<file path="config.mk">
export PLATFORM = sky130hd
export DESIGN_NAME = pronto_hex_word_parser_top
export DESIGN_NICKNAME = d
export VERILOG_FILES = /design/src/sv/phwp_pkg.sv /design/src/sv/pronto_hex_word_parser_top.sv /design/src/sv/phwp_in_reg.sv /design/src/sv/phwp_step.sv /design/src/sv/phwp_out_reg.sv
export SDC_FILE = /design/constraint.sdc
export NUM_CORES = 1
export LEC_CHECK = 0
export BUFFER_PORTS_ARGS = -buffer_cell sky130_fd_sc_hd__buf_2
export CAP_MARGIN = 20
export CORE_MARGIN = 5
export CORE_UTILIZATION = 40
export CTS_CLUSTER_DIAMETER = 120
export CTS_CLUSTER_SIZE = 10
export DETAILED_ROUTE_END_ITERATION = 10
export SYNTH_ARGS = -nofsm -noshare
export SYNTH_HDL_FRONTEND = slang
export SYNTH_SLANG_ARGS = --single-unit
export TNS_END_PERCENT = 50
</file>
<file path="constraint.sdc">
create_clock -name clk -period 4.1 [get_ports clk]
set_input_delay 0.82 -clock clk [delete_from_list [all_inputs] [get_ports clk]]
set_output_delay 0.82 -clock clk [all_outputs]
set_load 0.005 [all_outputs]
</file>
<file path="src/sv/phwp_pkg.sv">
`default_nettype none
package phwp_pkg;

  localparam int MIN_WORDS = 4;

  localparam logic [7:0] CHAR_DIGIT_LO = 8'h30;
  localparam logic [7:0] CHAR_DIGIT_HI = 8'h39;
  localparam logic [7:0] CHAR_LOWER_LO = 8'h61;
  localparam logic [7:0] CHAR_LOWER_HI = 8'h66;
  localparam logic [7:0] CHAR_UPPER_LO = 8'h41;
  localparam logic [7:0] CHAR_UPPER_HI = 8'h46;
  localparam logic [7:0] LETTER_BIAS   = 8'h0A;

  localparam logic [1:0] NIB_MSB = 2'd3;
  localparam logic [1:0] NIB_LSB = 2'd0;

  typedef enum logic [1:0] {
    STATUS_OK       = 2'd0,
    STATUS_FEW      = 2'd1,
    STATUS_FIRST_NZ = 2'd2
  } status_t;

  typedef struct packed {
    logic [7:0] char_code;
    logic       end_of_text;
  } item_t;

  typedef struct packed {
    logic [15:0] word_value;
    logic [7:0]  word_index;
    logic        is_summary;
    logic [8:0]  word_count;
    status_t     status;
  } result_t;

  typedef struct packed {
    logic       hit;
    logic [3:0] nibble;
  } hex_t;

  function automatic hex_t hex_decode(input logic [7:0] c);
    hex_t       h;
    logic [7:0] diff;
    h    = '0;
    diff = '0;
    if (c >= CHAR_DIGIT_LO && c <= CHAR_DIGIT_HI) begin
      diff = c - CHAR_DIGIT_LO;
      h.hit = 1'b1;
    end else if (c >= CHAR_LOWER_LO && c <= CHAR_LOWER_HI) begin
      diff = c - CHAR_LOWER_LO + LETTER_BIAS;
      h.hit = 1'b1;
    end else if (c >= CHAR_UPPER_LO && c <= CHAR_UPPER_HI) begin
      diff = c - CHAR_UPPER_LO + LETTER_BIAS;
      h.hit = 1'b1;
    end
    h.nibble = diff[3:0];
    return h;
  endfunction

endpackage
`default_nettype wire

</file>
<file path="src/sv/pronto_hex_word_parser_top.sv">
`default_nettype none
// channel  ports                                          direction
// in       in_valid in_ready in_char_code in_end_of_text  request in
// out      out_valid out_ready out_word_value out_word_index
//          out_is_summary out_word_count out_status       result out
//
// One request per cycle sustained while out_ready holds; a result is offered
// on out_valid once its request has passed the input and result registers.
// Reset is synchronous: both registers empty, parser at the first nibble.
// A stalled result holds the step stage only when the request in it would
// yield another result; characters that yield nothing keep flowing.
module pronto_hex_word_parser_top #(
  parameter int MAX_WORDS = 256
) (
  input  wire logic        clk,
  input  wire logic        rst_n,
  input  wire logic        in_valid,
  output logic             in_ready,
  input  wire logic [7:0]  in_char_code,
  input  wire logic        in_end_of_text,
  output logic             out_valid,
  input  wire logic        out_ready,
  output logic [15:0]      out_word_value,
  output logic [7:0]       out_word_index,
  output logic             out_is_summary,
  output logic [8:0]       out_word_count,
  output logic [1:0]       out_status
);
  import phwp_pkg::*;

  item_t   in_item;
  item_t   s1_item;
  logic    s1_valid;
  logic    take;
  logic    res_valid;
  result_t res;
  logic    slot_free;
  logic    load;
  result_t out_res;

  assign in_item.char_code   = in_char_code;
  assign in_item.end_of_text = in_end_of_text;

  // advance unless a result is due and the result register is blocked
  assign take = s1_valid && (!res_valid || slot_free);
  assign load = take && res_valid;

  phwp_in_reg u_in_reg (
    .clk      (clk),
    .rst_n    (rst_n),
    .in_valid (in_valid),
    .in_ready (in_ready),
    .in_item  (in_item),
    .take     (take),
    .s1_valid (s1_valid),
    .s1_item  (s1_item)
  );

  phwp_step #(
    .MAX_WORDS (MAX_WORDS)
  ) u_step (
    .clk       (clk),
    .rst_n     (rst_n),
    .s1_valid  (s1_valid),
    .s1_item   (s1_item),
    .take      (take),
    .res_valid (res_valid),
    .res       (res)
  );

  phwp_out_reg u_out_reg (
    .clk       (clk),
    .rst_n     (rst_n),
    .load      (load),
    .res       (res),
    .slot_free (slot_free),
    .out_valid (out_valid),
    .out_ready (out_ready),
    .out_res   (out_res)
  );

  assign out_word_value = out_res.word_value;
  assign out_word_index = out_res.word_index;
  assign out_is_summary = out_res.is_summary;
  assign out_word_count = out_res.word_count;
  assign out_status     = out_res.status;

endmodule
`default_nettype wire

</file>
<file path="src/sv/phwp_in_reg.sv">
`default_nettype none
module phwp_in_reg (
  input  wire logic           clk,
  input  wire logic           rst_n,
  input  wire logic           in_valid,
  output logic                in_ready,
  input  wire phwp_pkg::item_t in_item,
  input  wire logic           take,
  output logic                s1_valid,
  output phwp_pkg::item_t     s1_item
);
  import phwp_pkg::*;

  logic  valid_r;
  item_t item_r;

  assign in_ready = !valid_r || take;
  assign s1_valid = valid_r;
  assign s1_item  = item_r;

  always_ff @(posedge clk) begin
    if (!rst_n) begin
      valid_r <= 1'b0;
    end else if (in_ready) begin
      valid_r <= in_valid;
    end
  end

  always_ff @(posedge clk) begin
    if (in_ready && in_valid) begin
      item_r <= in_item;
    end
  end

  // a held request must not be lost or altered while the step stage stalls
  a_hold: assert property (@(posedge clk) disable iff (!rst_n)
    valid_r && !take |=> valid_r && $stable(item_r))
    else $error("input stage dropped or changed a stalled request");

endmodule
`default_nettype wire

</file>
<file path="src/sv/phwp_step.sv">
`default_nettype none
module phwp_step #(
  parameter int MAX_WORDS = 256
) (
  input  wire logic            clk,
  input  wire logic            rst_n,
  input  wire logic            s1_valid,
  input  wire phwp_pkg::item_t s1_item,
  input  wire logic            take,
  output logic                 res_valid,
  output phwp_pkg::result_t    res
);
  import phwp_pkg::*;

  localparam int CW = $clog2(MAX_WORDS + 1);

  logic [1:0]      pos_r,   pos_nxt;
  logic [15:0]     acc_r,   acc_nxt;
  logic [CW-1:0]   done_r,  done_nxt;
  logic            fnz_r,   fnz_nxt;

  hex_t            dec;
  logic [15:0]     merged;
  logic [15:0]     word;
  logic            at_limit;
  logic [CW+8:0]   done_ext;

  assign dec      = hex_decode(s1_item.char_code);
  assign at_limit = (done_r == CW'(MAX_WORDS));
  assign done_ext = {{9{1'b0}}, done_r};

  always_comb begin
    merged = acc_r;
    case (pos_r)
      2'd3:    merged[15:12] = dec.nibble;
      2'd2:    merged[11:8]  = dec.nibble;
      2'd1:    merged[7:4]   = dec.nibble;
      default: merged[3:0]   = dec.nibble;
    endcase
    word = merged;
    // zero words past the header read as one
    if (merged == 16'd0 && done_r > CW'(MIN_WORDS - 1)) begin
      word = 16'd1;
    end
  end

  always_comb begin
    pos_nxt   = pos_r;
    acc_nxt   = acc_r;
    done_nxt  = done_r;
    fnz_nxt   = fnz_r;
    res_valid = 1'b0;
    res       = '0;
    if (s1_valid) begin
      if (s1_item.end_of_text) begin
        res_valid      = 1'b1;
        res.is_summary = 1'b1;
        res.word_count = done_ext[8:0];
        if (done_r < CW'(MIN_WORDS)) begin
          res.status = STATUS_FEW;
        end else if (fnz_r) begin
          res.status = STATUS_FIRST_NZ;
        end else begin
          res.status = STATUS_OK;
        end
        pos_nxt  = NIB_MSB;
        acc_nxt  = '0;
        done_nxt = '0;
        fnz_nxt  = 1'b0;
      end else if (!at_limit && dec.hit) begin
        if (pos_r == NIB_LSB) begin
          res_valid      = 1'b1;
          res.word_value = word;
          res.word_index = done_ext[7:0];
          if (done_r == '0 && word != 16'd0) begin
            fnz_nxt = 1'b1;
          end
          done_nxt = done_r + 1'b1;
          acc_nxt  = '0;
          pos_nxt  = NIB_MSB;
        end else begin
          acc_nxt = merged;
          pos_nxt = pos_r - 1'b1;
        end
      end
    end
  end

  always_ff @(posedge clk) begin
    if (!rst_n) begin
      pos_r  <= NIB_MSB;
      acc_r  <= '0;
      done_r <= '0;
      fnz_r  <= 1'b0;
    end else if (take) begin
      pos_r  <= pos_nxt;
      acc_r  <= acc_nxt;
      done_r <= done_nxt;
      fnz_r  <= fnz_nxt;
    end
  end

  a_limit: assert property (@(posedge clk) disable iff (!rst_n)
    done_r <= CW'(MAX_WORDS))
    else $error("word counter ran past the limit");

  a_clear: assert property (@(posedge clk) disable iff (!rst_n)
    take && s1_item.end_of_text |=> pos_r == NIB_MSB && done_r == '0 && acc_r == '0)
    else $error("parser not cleared after end of text");

  a_noop: assert property (@(posedge clk) disable iff (!rst_n)
    take && !res_valid |=> $stable(done_r))
    else $error("word count moved without a result");

endmodule
`default_nettype wire

</file>
<file path="src/sv/phwp_out_reg.sv">
`default_nettype none
module phwp_out_reg (
  input  wire logic              clk,
  input  wire logic              rst_n,
  input  wire logic              load,
  input  wire phwp_pkg::result_t res,
  output logic                   slot_free,
  output logic                   out_valid,
  input  wire logic              out_ready,
  output phwp_pkg::result_t      out_res
);
  import phwp_pkg::*;

  logic    valid_r;
  result_t res_r;

  assign slot_free = !valid_r || out_ready;
  assign out_valid = valid_r;
  assign out_res   = res_r;

  always_ff @(posedge clk) begin
    if (!rst_n) begin
      valid_r <= 1'b0;
    end else if (slot_free) begin
      valid_r <= load;
    end
  end

  always_ff @(posedge clk) begin
    if (load) begin
      res_r <= res;
    end
  end

  a_no_overwrite: assert property (@(posedge clk) disable iff (!rst_n)
    load |-> slot_free)
    else $error("result register overwritten while occupied");

endmodule
`default_nettype wire
</file>
======== After elaboration in Yosys (flattened, before gate mapping) ========
Index checks and enable logic that the tools add are counted.
storage, ports and cells
  bits in registers ....................... 75
  latch bits .............................. 0
  RAM bits ................................ 0
  memory bits (read-only) ................. 0
  memories kept ........................... 0
operators by class
  div/mod/pow operators ................... 0
  eq/ne operators ......................... 4
  magnitude comparators ................... 8
  bitwise gates (word level) .............. 4
  add/subtract/negate cells ............... 7
  shifts and indexed selects .............. 0
  mux-type cells .......................... 31
  reduce and logical (&&, ||, !) cells .... 30
  multipliers ............................. 0
operators with widths
  kind                   count
  $mux W16               4
  $mux W4                7
  $mux W9                3
  $ge A8 B7 Y1 const B   2
  $le A8 B7 Y1 const B   2
  $logic_not A16 Y1      1
  $reduce_bool A16 Y1    1
  $mux W12               1
  $sub A4 B1 Y4 const B  3
  $mux W1                11
  $mux W2                5
  $add A9 B1 Y9 const B  1
  $eq A9 B9 Y1 const B   1
  $gt A9 B2 Y1 const B   1
  $logic_and A1 B1 Y1    9
  $logic_not A9 Y1       1
  $lt A9 B3 Y1 const B   1
  $add A4 B4 Y4 const B  2
  $ge A8 B6 Y1 const B   1
  $le A8 B6 Y1 const B   1
  $reduce_bool A2 Y1     3
  $reduce_or A3 Y1       2
  $reduce_and A5 Y1      1
  $eq A2 B2 Y1 const B   2
  10 further kinds       18

======== Longest topological paths before layout ========
  depth after elaboration ................. 15
  gate-level depth with buffers ........... 9
  gate-level depth less buffers ........... 8

======== Cells and area by module ========
Synthesis repeated with hierarchy kept, for this count alone.
second synthesis, totals
  cell total of the unflattened synthesis .. 339
  area, all modules ....................... 3535.9 um^2
by module, submodules not included
  module                      sequential area each (um^2)  cells each  area each (um^2)  times used
  phwp_step                   560.5                        282         2059.5            1
  phwp_out_reg                1101.1                       40          1129.8            1
  phwp_in_reg                 290.3                        14          327.8             1
  pronto_hex_word_parser_top  0.0                          3           18.8              1

======== Worst setup path after synthesis ========
No wires, ideal clock.
  path type ............................... flip-flop to flip-flop
  from .................................... reg u_in_reg.item_r, in the netlist u_in_reg.s1_item[4]
  to ...................................... reg u_step.done_r[1]
  library setup time ...................... 0.128 ns
  cell stages (with the launch flop) ...... 8
  slack ................................... 0.978 ns
  required time ........................... 3.972 ns
  data arrival time ....................... 2.994 ns
  cells stage by stage .................... edfxtp_1 or4b_4 nor3_4 o2111ai_1 buf_2 a21oi_2 mux2i_1 nor2_1
on the way
  word-level cells in the longest chain between the ends .. 13
ends and longest elaborated chain
  item                                          line                              source
  from (decl)                                   phwp_in_reg.sv:15                 item_t item_r;
  from (signal assigned)                        phwp_in_reg.sv:31                 item_r <= in_item;
  $ge A8 B7 Y1 or $le A8 B7 Y1 (tied branches)  phwp_pkg.sv:52                    end else if (c >= CHAR_UPPER_LO && c <= CHAR_UPPER_HI) begin
  $logic_and A1 B1 Y1                           phwp_pkg.sv:52
  $mux W1                                       phwp_pkg.sv:52
  $mux W1                                       phwp_pkg.sv:49                    end else if (c >= CHAR_LOWER_LO && c <= CHAR_LOWER_HI) begin
  $mux W1 *                                     phwp_pkg.sv:46                    if (c >= CHAR_DIGIT_LO && c <= CHAR_DIGIT_HI) begin
  $logic_and A1 B1 Y1 *                         phwp_step.sv:70                   end else if (!at_limit && dec.hit) begin
  $mux W1                                       phwp_step.sv:70
  $mux W1                                       phwp_step.sv:55                   if (s1_item.end_of_text) begin
  $mux W1                                       phwp_step.sv:54                   if (s1_valid) begin
  $logic_not A1 Y1                              pronto_hex_word_parser_top.sv:45  assign take = s1_valid && (!res_valid || slot_free);
  $logic_or A1 B1 Y1                            pronto_hex_word_parser_top.sv:45
  $logic_and A1 B1 Y1                           pronto_hex_word_parser_top.sv:45
  $reduce_and A4 Y1 (no source line) *          n/a
  to (signal assigned)                          phwp_step.sv:98                   done_r <= done_nxt;
  to (decl)                                     phwp_step.sv:19                   logic [CW-1:0] done_r, done_nxt;
Mark *: on every way between the ends. The rest lies on a longest branch, timed or not.
A chain may end at the register's enable or synchronous reset.

======== Worst setup path after layout ========
  from .................................... reg u_in_reg.item_r, in the netlist u_in_reg.s1_item[1]
  to ...................................... out in_ready
on the way
  word-level cells in the longest chain between the ends .. 13
ends and longest elaborated chain
  item                                          line                              source
  $ge A8 B7 Y1 or $le A8 B7 Y1 (tied branches)  phwp_pkg.sv:52
  $logic_and A1 B1 Y1                           phwp_pkg.sv:52
  $mux W1                                       phwp_pkg.sv:52
  $mux W1                                       phwp_pkg.sv:49
  $mux W1 *                                     phwp_pkg.sv:46
  $logic_and A1 B1 Y1 *                         phwp_step.sv:70
  $mux W1 *                                     phwp_step.sv:70
  $mux W1 *                                     phwp_step.sv:55
  $mux W1 *                                     phwp_step.sv:54
  $logic_not A1 Y1 *                            pronto_hex_word_parser_top.sv:45
  $logic_or A1 B1 Y1 *                          pronto_hex_word_parser_top.sv:45
  $logic_and A1 B1 Y1 *                         pronto_hex_word_parser_top.sv:45
  $logic_or A1 B1 Y1 *                          phwp_in_reg.sv:17                 assign in_ready = !valid_r || take;
  to (decl)                                     pronto_hex_word_parser_top.sv:18  output logic in_ready,
Marks and branches as above.

==> run_results.csv <==
group,metric,value,unit
placed_design,gp_congestion,0.854,
detailed_routing,drc,0,
grt,grt_usage,0.140,
cts,cts_hold_buf,0,
power_and_ir_drop,p_leak,1.40,nW
finish,layout-drive-gt1-share,0.206,
synthesis,ys.flop_type,"edfxtp_1",
sta,slew_violations,0,
grt,first_global_vias,2197,
grt,antenna_found_initial,0,
power_and_ir_drop,p_total,1.51,mW
finish,diodes,0,
detailed_routing,vias,2501,
outcome,status,"finished clean",
synthesis,yosysTopAreaCell,"edfxtp_1",
grt,grt_pass1_wl,11000,um
cts,path_clk_slew,0.07,ns
sta,fin_tns_setup,0,ns
grt,grt_overflow,0,
synthesis,synth_edf_count,45,
floorplan,die_height,102,um
finish,layout_commonest_cell,"buf_2",
sta,setup_slack,0.809,ns
cts,htree_levels,3,
synthesis,synth.distinct_cells,44,
setup_path,crit_fanout,9,
detailed_routing,wirelength,7070,um
finish,final_cell_mix,"50 x buf_2, 45 x nor2_1, 45 x edfxtp_1",
floorplan,initial_core_util,0.410,
setup_path,r2r_slack,1.15,ns
sta,max-slew-margin-rel,0.444,
synthesis,synth.area.top_cells,"edfxtp_1 40%, dfxtp_1 18%, nor2_1 5.0%",
synthesis,seq_area_frac_synth,0.579,
finish,fin_nets,387,
floorplan,pin_count,51,
power_and_ir_drop,vdd_drop_max,0.000170,V
synthesis,async_flop_share,0,
setup_path,path_class,"reg2out",
cts,cts_buffer_depth,2,
finish,area_growth,17.8,%
synthesis,synth.top_cell.area_share,0.401,
cts,clkLatencyLatePin,0.35,ns
sta,worst_pin_slew,0.830,ns
setup_path,critPathArrivalTime,2.47,ns
synthesis,syn-mean-instance-area,10.8,um^2
cts,cts_setup_buffers,0,
grt,grt_max_degree,26,
detailed_routing,firstDrtPassIters,4,
floorplan,num_rows,33,
placed_design,numPortBuffers,50,
floorplan,die_w,102,um
synthesis,yosysWarnings,0,
detailed_routing,wire_per_inst,14.9,um
detailed_routing,via_per_inst,5.28,
sta,fmax,304,MHz
synthesis,ys_ff_latch,75,
run,cap_violations,0,
setup_path,critPathTopFamily,"simple AND/OR/NAND/NOR gates",
setup_path,cp.required,3.28,ns
detailed_routing,postRouteAntennaNets,0,
cts,cts_tree,"yes",
placed_design,dp_hpwl,4940,um
floorplan,design.core.area,8220,um^2
cts,cts_root_buf,"clkbuf_8",
setup_path,critical_path.cell_chain,"inv_1 > ha_1 > nor3b_1 > nor3_4 > o211ai_1 > nand2_1 > nand3_1 > buf_2",
synthesis,netlist_instances,313,
cts,numCtsBuffers,9,
sta,finalCriticalPeriod,3.29,ns
sta,hold_violations,0,
synthesis,synth_nets,336,
detailed_routing,drt_iter0_drc,208,
sta,setup_viol,0,
setup_path,worst_setup_path_end_kind,"output pin",
sta,skew,0.0122,ns
setup_path,slowest_stage,"nor3b_1",
sta,fin_crit_sh,0.803,
min_path,hold_class,"reg2reg",
synthesis,netlist_area,3370,um^2
sta,rsz0062_at_grt,"no",
sta,whs,0.477,ns
cts,cts_resized,0,
cts,cts.sinks,75,
power_and_ir_drop,power_density,380,nW/um^2
placed_design,post-place-ws,1.13,ns
setup_path,path_buf_inv,2,
floorplan,dieArea,10400,um^2
setup_path,startpoint_type,"register",
setup_path,max_stage_delay,0.53,ns
[worst paths after layout]
check / end / cells after the start / startpoint
max: in_ready / 8 / u_in_reg.s1_item[1]
min reg2reg: u_step.fnz_r / 2 / u_step.fnz_r
max reg2reg: u_in_reg.s1_item[1] / 7 / u_in_reg.s1_item[1]
min: u_step.fnz_r / 2 / u_step.fnz_r
[metal layers]
metal | track usage | vias to the layer above | share of wire | wire length, um
li1 | - | 1255 | - | -
met1 | 0.193 | 1148 | 0.47 | 3360
met2 | 0.212 | 89 | 0.44 | 3080
met3 | 0.0324 | 9 | 0.078 | 554
met4 | 0.0552 | 0 | 0.011 | 76
met5 | 0 | - | 0 | 0
[registers in the layout, summed over array words and instances, names as in the netlist]
signal,count
u_in_reg.s1_item,9
u_in_reg.s1_valid,1
u_out_reg.out_res,36
u_out_reg.out_valid,1
u_step.acc_r,16
u_step.done_r,9
u_step.fnz_r,1
u_step.pos_r,2
[cell usage after synthesis, drive strengths merged (2+ instances only)]
library cell,count
edfxtp,45
nor2,45
nand2,31
dfxtp,30
o22ai,20
a211oi,15
clkbuf,14
inv,12
ha,10
and3,8
xnor2,8
nor3,7
nor4,7
a21oi,6
and2,6
mux2i,5
nand3,5
o21a,5
a2111oi,3
a22oi,3
nand2b,3
o21ai,3
a21boi,2
nor4b,2
o211ai,2
o221ai,2
or2,2
[final cells by class]
cell class                      count  area [um^2]
Fill cell                         753         4250
Sequential cell                    75         1950
Inverter                           12         45.0
Clock buffer                        9          124
Timing Repair Buffer               55          300
Tap cell                          105          131
Clock inverter                      7         92.6
Multi-Input combinational cell    211         1320
[worst register-to-register path, stage by stage, from the launching register on]
cell and delay (ns):
edfxtp_1 0.52, inv_1 0.12, ha_1 0.17, nor3b_1 0.53, nor3_4 0.10, o211ai_1 0.28
nand2_1 0.13, a31oi_1 0.73
[through the flow]
step                 util  cell area [um^2]  instances
detailed placement  0.456              3750        458
global route        0.483              3970        474
floorplan               -              3370        313
global placement    0.456              3750        458
CTS                 0.483              3970        474
finish              0.483              3970        474
[cells by family after synthesis]
logic type      share of synthesized area
simple gates                        0.178
mux                                0.0149
fa+ha+maj                          0.0371
flops                               0.579
xor+xnor                           0.0208
buf+inv                            0.0305
compound gates                      0.140
[where the power goes]
part | switching [mW] | internal [mW]
Clock | 0.270 | 0.340
Combinational | 0.0442 | 0.0280
Sequential | 0.0103 | 0.814
Total | 0.325 | 1.18
Note: power is estimated with default switching activity, not from simulation.
